`config.mk`:
```
export PLATFORM = sky130hd
export DESIGN_NAME = byte_budget_channel_queue_core
export DESIGN_NICKNAME = d
export VERILOG_FILES = /design/src/design/bbcq_pkg.sv /design/src/design/byte_budget_channel_queue_core.sv
export VERILOG_INCLUDE_DIRS = /design/src /design/src/design
export SDC_FILE = /design/constraint.sdc
export NUM_CORES = 1
export LEC_CHECK = 0
export BUFFER_PORTS_ARGS = -buffer_cell sky130_fd_sc_hd__buf_2
export CAP_MARGIN = 25
export CORE_ASPECT_RATIO = 1.2
export CORE_MARGIN = 5
export CORE_UTILIZATION = 40
export CTS_CLUSTER_SIZE = 28
export DETAILED_ROUTE_END_ITERATION = 8
export SKIP_LAST_GASP = 1
export SLEW_MARGIN = 20
export SYNTH_ARGS = -nofsm -noshare
export SYNTH_HDL_FRONTEND = slang
export SYNTH_SLANG_ARGS = --single-unit
export TNS_END_PERCENT = 100
```
`constraint.sdc`:
```
create_clock -name i_clk -period 15.6 [get_ports i_clk]
set_clock_uncertainty 0.15 [all_clocks]
set_input_delay 1.56 -clock i_clk [delete_from_list [all_inputs] [get_ports i_clk]]
set_output_delay 1.56 -clock i_clk [all_outputs]
set_load 0.05 [all_outputs]
```
`src/design/byte_budget_channel_queue_core_macros.svh`:
```
// Assertion macros for the byte-budget channel queue.
// Depends on nothing; the including module supplies i_clk and i_rst_n.
// Defining ASSERT_OFF turns every check into nothing.
`ifndef BYTE_BUDGET_CHANNEL_QUEUE_CORE_MACROS_SVH
`define BYTE_BUDGET_CHANNEL_QUEUE_CORE_MACROS_SVH
`ifndef ASSERT_OFF
`define BBCQ_ASSERT(label, prop) \
    label: assert property (@(posedge i_clk) disable iff (!i_rst_n) (prop)) \
        else $error("bbcq assertion failed");
`define BBCQ_ASSERT_IMPLY(label, ante, cons) \
    label: assert property (@(posedge i_clk) disable iff (!i_rst_n) (ante) |-> (cons)) \
        else $error("bbcq implication failed");
`else
`define BBCQ_ASSERT(label, prop)
`define BBCQ_ASSERT_IMPLY(label, ante, cons)
`endif
`endif

```
`src/design/bbcq_pkg.sv`:
```
// Shared types and constants for the byte-budget channel queue.
// Depends on nothing; imported by byte_budget_channel_queue_core.
`default_nettype none

package bbcq_pkg;

    localparam int QUEUE_DEPTH = 16;
    localparam int PTR_W       = (QUEUE_DEPTH > 1) ? $clog2(QUEUE_DEPTH) : 1;
    localparam int CNT_W       = $clog2(QUEUE_DEPTH + 1);

    localparam int LIMIT_W  = 5;
    localparam int SIZE_W   = 24;
    localparam int BYTES_W  = 31;
    localparam int HANDLE_W = 32;
    localparam int OCC_W    = 5;
    localparam int SEND_W   = 16;
    localparam int ADDR_W   = 4;
    localparam int DATA_W   = 32;

    // Commands.
    localparam logic [2:0] CMD_SEND            = 3'd0;
    localparam logic [2:0] CMD_RECEIVE         = 3'd1;
    localparam logic [2:0] CMD_SENDER_CLOSE    = 3'd2;
    localparam logic [2:0] CMD_RECEIVER_CLOSE  = 3'd3;
    localparam logic [2:0] CMD_ATTACH_RECEIVER = 3'd4;
    localparam logic [2:0] CMD_ADD_SENDER      = 3'd5;
    localparam logic [2:0] CMD_DROP_SENDER     = 3'd6;
    localparam logic [2:0] CMD_DROP_RECEIVER   = 3'd7;

    // Outcomes.
    localparam logic [2:0] OUT_OK          = 3'd0;
    localparam logic [2:0] OUT_FULL_EMPTY  = 3'd1;
    localparam logic [2:0] OUT_CLOSED      = 3'd2;
    localparam logic [2:0] OUT_TOO_LARGE   = 3'd3;
    localparam logic [2:0] OUT_OVER_BUDGET = 3'd4;
    localparam logic [2:0] OUT_WAIT        = 3'd5;

    // Register indexes (word address bits).
    localparam logic [1:0] REG_SLOT_LIMIT      = 2'd0;
    localparam logic [1:0] REG_LARGEST_MESSAGE = 2'd1;
    localparam logic [1:0] REG_BYTE_BUDGET     = 2'd2;

    localparam logic [LIMIT_W-1:0] SLOT_LIMIT_RST      = LIMIT_W'(16);
    localparam logic [SIZE_W-1:0]  LARGEST_MESSAGE_RST = {SIZE_W{1'b1}};
    localparam logic [BYTES_W-1:0] BYTE_BUDGET_RST     = {BYTES_W{1'b1}};

    typedef struct packed {
        logic [2:0]          command;
        logic                wait_mode;
        logic [HANDLE_W-1:0] message_handle;
        logic [SIZE_W-1:0]   message_size;
    } t_in_item;

    typedef struct packed {
        logic [2:0]          outcome;
        logic [HANDLE_W-1:0] dequeued_handle;
        logic [SIZE_W-1:0]   dequeued_size;
        logic [OCC_W-1:0]    occupancy;
        logic                closed_flag;
    } t_out_item;

endpackage

`default_nettype wire

```
`src/design/byte_budget_channel_queue_core.sv`:
```
// Top level of the byte-budget channel queue: descriptor ring, counters and APB registers.
// Depends on bbcq_pkg and byte_budget_channel_queue_core_macros.svh.
`default_nettype none

// A command item is taken at any clock edge where start is high; busy is never raised, so
// one command per clock is sustained. Its result appears on o_result, marked by o_done
// high for a single cycle, in the cycle after acceptance: the single register stage that
// updates the queue state sets this. The receiver cannot stall and must take each result
// as it comes. Registers must be written over the APB port only while no command is in
// flight; the block itself does not enforce this. pready is always high.
module byte_budget_channel_queue_core (
    input  wire                          i_clk,
    input  wire                          i_rst_n,
    input  wire                          start,
    output logic                         busy,
    input  wire bbcq_pkg::t_in_item      i_item,
    output logic                         o_done,
    output bbcq_pkg::t_out_item          o_result,
    input  wire                          psel,
    input  wire                          penable,
    input  wire                          pwrite,
    input  wire [bbcq_pkg::ADDR_W-1:0]   paddr,
    input  wire [bbcq_pkg::DATA_W-1:0]   pwdata,
    output logic [bbcq_pkg::DATA_W-1:0]  prdata,
    output logic                         pready
);
    import bbcq_pkg::*;

`include "byte_budget_channel_queue_core_macros.svh"

    logic [LIMIT_W-1:0]  r_slot_limit;
    logic [SIZE_W-1:0]   r_largest;
    logic [BYTES_W-1:0]  r_budget;

    logic [HANDLE_W-1:0] r_handles [QUEUE_DEPTH];
    logic [SIZE_W-1:0]   r_sizes   [QUEUE_DEPTH];

    logic [PTR_W-1:0]    r_rd_ptr,  n_rd_ptr;
    logic [PTR_W-1:0]    r_wr_ptr,  n_wr_ptr;
    logic [CNT_W-1:0]    r_count,   n_count;
    logic [BYTES_W-1:0]  r_bytes,   n_bytes;
    logic [SEND_W-1:0]   r_senders, n_senders;
    logic                r_rx,      n_rx;
    logic                r_shut,    n_shut;
    logic                r_done;
    t_out_item           r_result,  n_result;

    logic                accept;
    logic                do_write;
    logic [CNT_W-1:0]    ring;
    logic                full;
    logic                fits;
    logic [BYTES_W-1:0]  size_ext;
    logic [BYTES_W-1:0]  got_ext;
    logic [HANDLE_W-1:0] got_handle;
    logic [SIZE_W-1:0]   got_size;
    logic [CNT_W-1:0]    wr_inc;
    logic [CNT_W-1:0]    rd_inc;
    logic                cfg_write;

    assign busy      = 1'b0;
    assign pready    = 1'b1;
    assign accept    = start && !busy;
    assign cfg_write = psel && penable && pwrite && pready;

    // Out-of-range slot limits are clamped to a usable ring length.
    always_comb begin
        if (r_slot_limit == '0) begin
            ring = CNT_W'(1);
        end else if (CNT_W'(r_slot_limit) > CNT_W'(QUEUE_DEPTH)) begin
            ring = CNT_W'(QUEUE_DEPTH);
        end else begin
            ring = CNT_W'(r_slot_limit);
        end
    end

    assign full     = r_count >= ring;
    assign size_ext = BYTES_W'(i_item.message_size);
    assign fits     = (r_bytes <= r_budget) && (size_ext <= (r_budget - r_bytes));
    assign wr_inc   = CNT_W'(r_wr_ptr) + CNT_W'(1);
    assign rd_inc   = CNT_W'(r_rd_ptr) + CNT_W'(1);
    assign got_handle = r_handles[r_rd_ptr];
    assign got_size   = r_sizes[r_rd_ptr];
    assign got_ext    = BYTES_W'(got_size);

    always_comb begin
        n_rd_ptr  = r_rd_ptr;
        n_wr_ptr  = r_wr_ptr;
        n_count   = r_count;
        n_bytes   = r_bytes;
        n_senders = r_senders;
        n_rx      = r_rx;
        n_shut    = r_shut;
        do_write  = 1'b0;
        n_result  = '0;
        n_result.outcome = OUT_OK;

        unique case (i_item.command)
            CMD_SEND: begin
                if (i_item.message_size > r_largest) begin
                    n_result.outcome = OUT_TOO_LARGE;
                end else if (i_item.wait_mode && !r_shut && r_rx && (full || !fits)) begin
                    n_result.outcome = OUT_WAIT;
                end else if (r_shut || !r_rx) begin
                    n_result.outcome = OUT_CLOSED;
                end else if (full) begin
                    n_result.outcome = OUT_FULL_EMPTY;
                end else if (!fits) begin
                    n_result.outcome = OUT_OVER_BUDGET;
                end else begin
                    do_write = 1'b1;
                    n_wr_ptr = (wr_inc >= ring) ? '0 : wr_inc[PTR_W-1:0];
                    n_count  = r_count + CNT_W'(1);
                    n_bytes  = r_bytes + size_ext;
                end
            end
            CMD_RECEIVE: begin
                if (r_count == '0) begin
                    if (i_item.wait_mode && !r_shut) begin
                        n_result.outcome = OUT_WAIT;
                    end else if (r_shut) begin
                        n_result.outcome = OUT_CLOSED;
                    end else begin
                        n_result.outcome = OUT_FULL_EMPTY;
                    end
                end else begin
                    n_result.dequeued_handle = got_handle;
                    n_result.dequeued_size   = got_size;
                    n_rd_ptr = (rd_inc >= ring) ? '0 : rd_inc[PTR_W-1:0];
                    n_count  = r_count - CNT_W'(1);
                    // The byte count floors at zero rather than wrapping.
                    n_bytes  = (got_ext > r_bytes) ? '0 : r_bytes - got_ext;
                end
            end
            CMD_SENDER_CLOSE: begin
                n_shut = 1'b1;
            end
            CMD_RECEIVER_CLOSE: begin
                n_shut = 1'b1;
                n_rx   = 1'b0;
            end
            CMD_ATTACH_RECEIVER: begin
                n_rx = 1'b1;
            end
            CMD_ADD_SENDER: begin
                if (r_senders != {SEND_W{1'b1}}) begin
                    n_senders = r_senders + SEND_W'(1);
                end
            end
            CMD_DROP_SENDER: begin
                if (r_senders != '0) begin
                    n_senders = r_senders - SEND_W'(1);
                    if (r_senders == SEND_W'(1)) begin
                        n_shut = 1'b1;
                    end
                end
            end
            CMD_DROP_RECEIVER: begin
                if (r_rx) begin
                    n_rx   = 1'b0;
                    n_shut = 1'b1;
                end
            end
            default: begin
            end
        endcase

        n_result.occupancy   = OCC_W'(n_count);
        n_result.closed_flag = n_shut;
    end

    always_ff @(posedge i_clk) begin
        if (!i_rst_n) begin
            r_rd_ptr  <= '0;
            r_wr_ptr  <= '0;
            r_count   <= '0;
            r_bytes   <= '0;
            r_senders <= SEND_W'(1);
            r_rx      <= 1'b0;
            r_shut    <= 1'b0;
            r_done    <= 1'b0;
        end else begin
            r_done <= accept;
            if (accept) begin
                r_rd_ptr  <= n_rd_ptr;
                r_wr_ptr  <= n_wr_ptr;
                r_count   <= n_count;
                r_bytes   <= n_bytes;
                r_senders <= n_senders;
                r_rx      <= n_rx;
                r_shut    <= n_shut;
            end
        end
    end

    always_ff @(posedge i_clk) begin
        if (accept) begin
            r_result <= n_result;
        end
        if (accept && do_write) begin
            r_handles[r_wr_ptr] <= i_item.message_handle;
            r_sizes[r_wr_ptr]   <= i_item.message_size;
        end
    end

    always_ff @(posedge i_clk) begin
        if (!i_rst_n) begin
            r_slot_limit <= SLOT_LIMIT_RST;
            r_largest    <= LARGEST_MESSAGE_RST;
            r_budget     <= BYTE_BUDGET_RST;
        end else if (cfg_write) begin
            unique case (paddr[3:2])
                REG_SLOT_LIMIT:      r_slot_limit <= pwdata[LIMIT_W-1:0];
                REG_LARGEST_MESSAGE: r_largest    <= pwdata[SIZE_W-1:0];
                REG_BYTE_BUDGET:     r_budget     <= pwdata[BYTES_W-1:0];
                default: begin
                end
            endcase
        end
    end

    always_comb begin
        unique case (paddr[3:2])
            REG_SLOT_LIMIT:      prdata = DATA_W'(r_slot_limit);
            REG_LARGEST_MESSAGE: prdata = DATA_W'(r_largest);
            REG_BYTE_BUDGET:     prdata = DATA_W'(r_budget);
            default:             prdata = '0;
        endcase
    end

    assign o_done   = r_done;
    assign o_result = r_result;

    `BBCQ_ASSERT(a_done_follows_accept, accept |=> o_done)
    `BBCQ_ASSERT(a_count_in_range, r_count <= CNT_W'(QUEUE_DEPTH))
    `BBCQ_ASSERT_IMPLY(a_occ_matches_count, o_done, o_result.occupancy == OCC_W'(r_count))
    `BBCQ_ASSERT_IMPLY(a_fail_keeps_count, o_done && o_result.outcome != OUT_OK, $stable(r_count))
    `BBCQ_ASSERT_IMPLY(a_wait_keeps_ptrs, o_done && o_result.outcome == OUT_WAIT,
                       $stable(r_wr_ptr) && $stable(r_rd_ptr))
    `BBCQ_ASSERT(a_shut_sticky, r_shut |=> r_shut)

endmodule

`default_nettype wire
```
==> results list, run 1 <==
- Number of cell instances on the worst register-to-register path: 21
- The number of slew-limit violations in the final report came to 0.
- After routing, the total negative slack on setup checks comes to 0 ns.
- No sink is reached through more buffers than the 3 on the longest clock path.
* Buffer count from post-CTS setup fixing: 0
- Setup slack of the most critical reg-to-reg path: 7.95 ns
- Number of DRC violations after detailed-routing iteration 0: 2237
* Full die area: 127600 µm²
- sky130_fd_sc_hd__edfxtp_1 takes more of the synthesized area than any other cell.
* Via density per instance: 5.742
- Summing the sequential cell areas from Yosys gives 65.15% of the chip area.
- Hold WC Path Type: reg2reg
- R2r endpoint: r_handles[9][2]
* Category of cells accounting for the largest share of critical-path delay: simple AND/OR/NAND/NOR gates
- On the worst path, the slowest cell contributes a delay of 0.72 ns.
- Final critical-path required period: 7.650 ns
* Number of rows in the core area: 139
* Leftover overflow at the end of global routing: 0
- Effective utilization at floorplan: 40.28%
* Share of async-settable or async-resettable flops after synthesis: 0%
- The worst path uses 49.04% of the clock period.
- The count of nets left with antenna violations once routing finished came out at 0.
* Yosys synthesis warning count: 0
- STA classifies the critical path startpoint as a flip-flop.
* Post-synth top flop: sky130_fd_sc_hd__edfxtp_1
* Ordered cell list for the critical path: inv_1 -> ha_1 -> fa_1 -> nor2b_1 -> o211ai_1 -> a31o_2 -> a2111o_1 -> nand2b_1 -> a21oi_1 -> xor2_1 -> ha_1 -> nand3_1 -> or4_1 -> o32a_1 -> o21ai_0 -> nor3b_1 -> and4b_1 -> a2111oi_4 -> and2_1 -> and3_4 -> buf_4
- Length of the first detailed-routing pass in iterations: 5
* Number of flops mapped to enable cells by yosys: 961
- Setup violations remaining at the end of the flow were counted as 0.
- Each instance of the synthesized netlist takes up on average 15.93 µm².
- H-tree depth: 3
- Entering global routing, the biggest net connects 85 pins.
- Clock sink count: 1088
- Counting instances in the post-synthesis netlist gives the leading cell types as sky130_fd_sc_hd__edfxtp_1, sky130_fd_sc_hd__mux4_2, sky130_fd_sc_hd__nand2_1.
- Core area: 119700 µm²
- In this run the power density over the cells is 112.0 nW/µm².
- The final hold violation count was 0.
* Maximum capacitance violations: 0
- Post-cts repair resize count: 0
- After technology mapping, the gate count stands at 3025.
- Port bufs: 195
* Largest driver fanout on the critical path: 37
- Most Crowded Layer GR: met2
- The run finished with clean final reports.
* Met2 track demand over resource: 33.75%
- In the routed design, unresolved DRC markers number 0.
* Total number of nets in the final design: 3479
* Highest clock rate: 130.7 MHz
- Critical Path AT: 7.81 ns
* Vias in the first global route: 28590
* WL final: 127700 µm
* WL/cell: 26.24 µm
- Met3 usage: 2.992%
- In the global route stage, overall resource usage came out at 19.66%.
* Io pins: 202
- Hold path cells: 2
* Synth top area share: 59.87%
- After synthesis, the netlist uses 92 different library cells.
- Headroom to the max-slew limit came out at 28.34%.
* CTS tree: done
- Number of vias in the routed layout: 27940
- Setup ws final: 7.950 ns
- The worst setup path is captured at a flip-flop.
- The die is 390.3 µm tall.
- At the worst endpoint, the required time is 15.76 ns.
- Worst-Margin Slew: 1.075 ns
- OpenSTA, run right after detailed placement, puts the worst setup slack at 7.800 ns.
- On the critical path, the stage with the largest delay is an instance of sky130_fd_sc_hd__buf_4.
- Worst IR Drop VDD: 0.00008465 V
* Number of hold buffers added after cts: 0
* Unrepaired setup endpoints after global routing: no
- Insertion delay of the later-clocked pin in the worst-skew pair: 0.71 ns
- After synthesis, the cell types taking the most area are sky130_fd_sc_hd__edfxtp_1, sky130_fd_sc_hd__mux4_2, sky130_fd_sc_hd__dfxtp_1.
* Leak: 18.89 nW
- The root buffer cell chosen for the clock tree is sky130_fd_sc_hd__clkbuf_16.
* Number of buffers inserted during clock tree synthesis: 109
- Worst min-delay path endpoint: r_budget[27]
- Routability-driven placement finished with a final weighted congestion of 0.9129.
- Detailed placement HPWL: 77620 µm
* Clock transition at path regs: 0.06 ns
- Most frequent CP cell: sky130_fd_sc_hd__ha_1
* Proportion of layout cells with a drive suffix above 1: 22.31%
- On the final layout, the worst hold slack is 0.3451 ns.
* Number of buffers and inverters on the critical path: 2
- For this run, global-route usage on met1 was measured as 25.87%.
- Launch point of the worst hold path: r_budget[27]
* Area growth from synthesis to layout: 13.60%
- Wire length of the first global-routing pass: 187700 µm
- Crit Path Category: reg2reg
- Number of antenna violations at the first check in global routing: 19
- The die is 326.9 µm wide.
- Most frequently used cell type in the post-synthesis netlist: sky130_fd_sc_hd__edfxtp_1
- The worst register-to-register path begins at r_budget[0].
* Count of state elements after synthesis: 1088
- The synthesized netlist occupies a cell area of 48200 µm².
## power breakdown
part           switching [mW]  internal (mW)  total, mW
Sequential            0.00703           3.17       3.18
Combinational           0.172         0.0573      0.230
Clock                    1.13           1.59       2.72
Total                    1.31           4.82       6.13
## flip-flops by register name, summed over array words and instances, names as in the netlist, named ones only
| signal | flops |
|---|---|
| r_count | 5 |
| r_sizes | 384 |
| r_bytes | 31 |
| r_senders | 16 |
| r_budget | 31 |
| r_rd_ptr | 4 |
| r_slot_limit | 5 |
| r_rx | 1 |
| r_largest | 24 |
| o_result | 65 |
| o_done | 1 |
| r_shut | 1 |
| r_handles | 512 |
| r_wr_ptr | 4 |
## worst register-to-register path, delay by kind of cell (launching register included)
family          cells  cell delay, ns
xor+xnor            1            0.15
flops               1            0.33
buf+inv             2            0.78
compound gates      7            2.17
fa+ha+maj           3            0.93
simple gates        8            2.68
## kinds of logic (layout without fill, tap and decap cells)
| logic type | count (synthesis) | after routing | synth area share [%] |
|---|---|---|---|
| muxes | 298 | 298 | 13.47 |
| DFF | 1088 | 1088 | 65.15 |
| and+or+nand+nor | 648 | 648 | 6.640 |
| other | 2 | 6 | 0.01558 |
| xor gates and xnor gates | 75 | 75 | 1.363 |
| buffers and inverters | 273 | 559 | 2.214 |
| adders and majority gates | 156 | 156 | 4.096 |
| AOI/OAI and AO/OA | 485 | 485 | 7.056 |
## worst max-delay path by stage
stage / startpoint / endpoint / slack, ns / depth (start not counted)
floorplan: r_budget[0] / r_handles[11][0] / 8.92 / 22
global placement: i_item[12] / r_handles[10][2] / 7.85 / 12
detailed placement: i_item[12] / r_handles[11][2] / 7.80 / 12
CTS: r_budget[0] / r_handles[11][0] / 7.93 / 21
global route: r_bytes[1] / r_handles[1][4] / 7.60 / 22
finish: r_budget[0] / r_handles[9][2] / 7.95 / 21
## cell type report
type,instances,area (µm²)
fill,10380,64900
tap,1551,1941
clock inverter,62,863.3
multi-input combinational,1665,15850
antenna,3,7.507
timing repair buffer,243,1379
inverter,114,427.9
sequential,1088,31420
clock buffer,140,2868
## layout by cell type, fill, tap and decap left out, types with 68 or more instances in the layout
master	instances
sky130_fd_sc_hd__o21ai_0	70
sky130_fd_sc_hd__nand3_1	68
sky130_fd_sc_hd__edfxtp_1	961
sky130_fd_sc_hd__mux4_2	280
sky130_fd_sc_hd__buf_2	194
sky130_fd_sc_hd__ha_1	153
sky130_fd_sc_hd__inv_1	113
sky130_fd_sc_hd__clkbuf_16	109
sky130_fd_sc_hd__nand2_1	203
sky130_fd_sc_hd__a21oi_1	114
sky130_fd_sc_hd__nor2_1	115
sky130_fd_sc_hd__dfxtp_1	120
## metal layers
metal | wire length (µm) | share of wire [%] | vias to the layer above
li1 | - | - | 12460
met1 | 52730 | 41 | 14400
met2 | 63430 | 50 | 864
met3 | 7143 | 5.6 | 207
met4 | 4279 | 3.4 | 16
met5 | 94 | 0.074 | -
## stage by stage
| step | util (%) | total power, mW | area, µm² | cells |
|---|---|---|---|---|
| after floorplan | - | 3.370 | 48200 | 3026 |
| after global placement | 42.59 | 3.471 | 50960 | 4659 |
| after detailed placement | 42.61 | 3.473 | 50980 | 4660 |
| after CTS | 45.73 | 6.186 | 54720 | 4862 |
| after global routing | 45.75 | 6.334 | 54750 | 4864 |
| final | 45.76 | 6.131 | 54750 | 4866 |
Power figures use the tool's default switching activity.
==> inputs of run 2 (changes only) <==
clock period = 7.8 ns   (was 15.6 ns; I/O delays follow)
==> run 2 against run 1 <==
Compared with the run above: sequential share of layout area decreased by 0.25 points; hold slack got worse by 0.24 ns; via count about the same; highest routed layer unchanged; critical path type unchanged; count of clock-buffer cells in the layout unchanged; global-route usage decreased by 0.28 points; critical endpoint is now r_handles[14][12].
==> results list, run 2 (synthesis gave the netlist of run 1 again) <==
* Category of cells accounting for the largest share of critical-path delay: simple AND/OR/NAND/NOR gates
- STA classifies the critical path endpoint as a flip-flop.
- Traced cell by cell, the critical path runs through inv_1 -> ha_1 -> nor2b_1 -> o2111ai_1 -> nand3_1 -> a32oi_1 -> nand2_1 -> nor2_1 -> nand2_1 -> a31oi_1 -> xor2_1 -> ha_1 -> nand3_1 -> or4_1 -> o32a_1 -> o21ai_0 -> nor3b_1 -> and4b_1 -> a2111oi_4 -> buf_4 -> and2_1 -> and3_4 -> buf_4.
* Number of DRC violations after detailed-routing iteration 0: 2492 (+11%)
- The buffer count from post-CTS setup fixing came to 0 (unchanged).
- The ratio of cells with drive above 1 in the final layout was 22.74% (+0.43 points).
- The pre-CTS worst setup slack was 1.065 ns (-6.736 ns).
- Number of rows in the core area: 139 (unchanged)
* Crit Path Category: reg2reg
* Max FFs per register: 512 (unchanged)
- The critical path's largest stage delay is 0.61 ns (-0.11 ns).
- The leakage power is 18.98 nW (+0.48%).
- The count of cells resized by post-cts repair is 0 (unchanged).
- The relative slew slack came to 27.02% (-1.3 points).
* Port bufs: 195 (unchanged)
* Setup ws final: 0.9690 ns (-6.981 ns)
- Critical Path AT: 7.08 ns (-0.73 ns)
* Vias in the first global route: 28570 (-0.070%)
- The starting density of the core came to 40.28% (unchanged).
- Clk Tree Root Cell: sky130_fd_sc_hd__clkbuf_16
* Required @ worst endpoint: 8.05 ns (-7.71 ns)
- The total overflow reported by the global router was 0 (unchanged).
- Core area: 119700 µm² (unchanged)
- The count of nets left with antenna violations after detail routing is 0 (unchanged).
* Insertion delay of the later-clocked pin in the worst-skew pair: 0.74 ns (+0.03 ns)
- Final clock period utilization by the worst path: 87.58% (+39 points)
- The number of setup violations in the final report is 0 (unchanged).
- DRC violation count after routing: 0 (unchanged)
* Cell type of the slowest stage on the worst timing path: sky130_fd_sc_hd__or4_1
- CTS tree: done
- The count of vias placed by the detailed router is 27950 (+0.029%).
- The maximum fanout count along the critical path is 22 (-41%).
* Wire length of the first global-routing pass: 186900 µm (-0.45%)
* Maximum number of pins on one net before global-route repair: 92 (+8.2%)
- Worst IR Drop VDD: 0.0002127 V (+150%)
* Area growth from synthesis to layout: 14.10%
- Io pins: 202 (unchanged)
- Result of the run: completed
- Highest clock rate: 146.4 MHz (+12%)
- Number of antenna violations at the first check in global routing: 10 (-9)
* PwrDens: 218.6 nW/µm² (+95%)
- The number of buffers created by CTS came to 110 (+0.92%).
- Setup repair after global routing left no endpoint under its margin.
- Total number of nets in the final design: 3500 (+0.60%)
- The area of the die came to 127600 µm² (unchanged).
- Number of buffers and inverters on the critical path: 3 (+1)
- The horizontal die dimension is 326.9 µm (unchanged).
- Length of the first detailed-routing pass in iterations: 6 (+1)
* Most frequent standard cell in the layout excluding fill and tap cells: sky130_fd_sc_hd__edfxtp_1
* Pwr Total: 12.02 mW (+96%)
* Final-layout fill cell count: 10430 (+0.45%)
- The number of hold buffers added after cts was 0 (unchanged).
* Final max-slew violation count: 0 (unchanged)
* Top library cells by usage in the layout, fill and taps aside: sky130_fd_sc_hd__edfxtp_1, sky130_fd_sc_hd__mux4_2, sky130_fd_sc_hd__nand2_1, sky130_fd_sc_hd__buf_2, sky130_fd_sc_hd__ha_1
- The y dimension of the die came to 390.3 µm (unchanged).
* Hold WC Path Type: in2reg
- Setup slack of the most critical reg-to-reg path: 0.97 ns (-6.98 ns)
- Accumulated negative setup slack: 0 ns (unchanged)
- The H-tree depth was 3 (unchanged).
* WL/cell: 25.67 µm (-2.2%)
- Number of buffers on the longest clock path: 3 (unchanged)
- The register clock-pin slew on the reported worst setup and hold paths was 0.06 ns (about the same).
- The number of vias per cell after detailed routing is 5.717 (-0.44%).
* Detailed placement HPWL: 82260 µm (+6.0%)
- Register with the highest flop count: r_handles
* Final-report hold violation count: 0 (unchanged)
* Worst-Margin Slew: 1.095 ns (+0.01979 ns)
- The total length of routed wires came to 125500 µm (-1.7%).
- The aggregate global-route resource usage came to 19.38% (-0.28 points).
- Final GP Congestion: 0.9224 (+1.0%)
- Critical Path Start Type: flip-flop
- Clock sink count: 1088 (unchanged)
* Maximum capacitance violations: 0 (unchanged)
- Final critical-path required period: 6.831 ns (-0.8186 ns)
[run 2: cell types whose count changed in the layout (fill, tap and decap cells not counted), sizes merged]
cell,change
buf,+20
bufinv,-9
clkinv,+9
diode,+2
inv,+4
clkinvlp,-3
[run 2: metal layers]
metal  global-route usage, %  vias up  share of wire [%]
met3                   2.708      223                5.1
met4                   7.688        6                4.3
met1                   25.59    14380                 42
met2                   32.70      834                 49
met5                       0        -              0.023
li1                        -    12510                  -
[run 2: tightest hold or removal path: stages]
cell	delay, ns
sky130_fd_sc_hd__buf_2	0.07
sky130_fd_sc_hd__nand2_1	0.04
sky130_fd_sc_hd__nand3_1	0.06
[run 2: per-stage QoR]
| stage | hold slack [ns] | utilization [%] | cells | instance area [µm²] |
|---|---|---|---|---|
| floorplan | 0.3103 | - | 3026 | 48200 |
| global placement | 0.3261 | 42.96 | 4679 | 51410 |
| detailed placement | 0.3293 | 42.98 | 4680 | 51430 |
| CTS | 0.05221 | 45.94 | 4883 | 54970 |
| global route | 0.1004 | 45.95 | 4884 | 54980 |
| finish | 0.1034 | 45.96 | 4889 | 55000 |
[run 2: path summary, 6_finish.rpt]
check,end,start,depth (start not counted)
worst max-delay path,r_handles[14][12],r_bytes[1],23
worst min-delay path,r_budget[25],pwdata[25],3
worst max register to register,r_handles[14][12],r_bytes[1],23
worst min register to register,r_budget[4],r_budget[4],2
[run 2: power by group]
| group | switching, mW | leakage, nW | internal [mW] | total (mW) |
|---|---|---|---|---|
| combinational | 0.349 | 7.50 | 0.115 | 0.464 |
| clock | 2.29 | 1.72 | 2.91 | 5.20 |
| sequential | 0.0138 | 9.75 | 6.35 | 6.36 |
[run 2: final cells by class]
cell class	count	area [µm²]	area share, %
clock buffer	140	2885	5.246
multi-input combinational	1665	15840	28.81
timing repair buffer	263	1809	3.290
sequential	1088	31420	57.13
antenna	5	12.51	0.02275
tap	1551	1941	3.529
inverter	114	427.9	0.7781
clock inverter	63	655.6	1.192
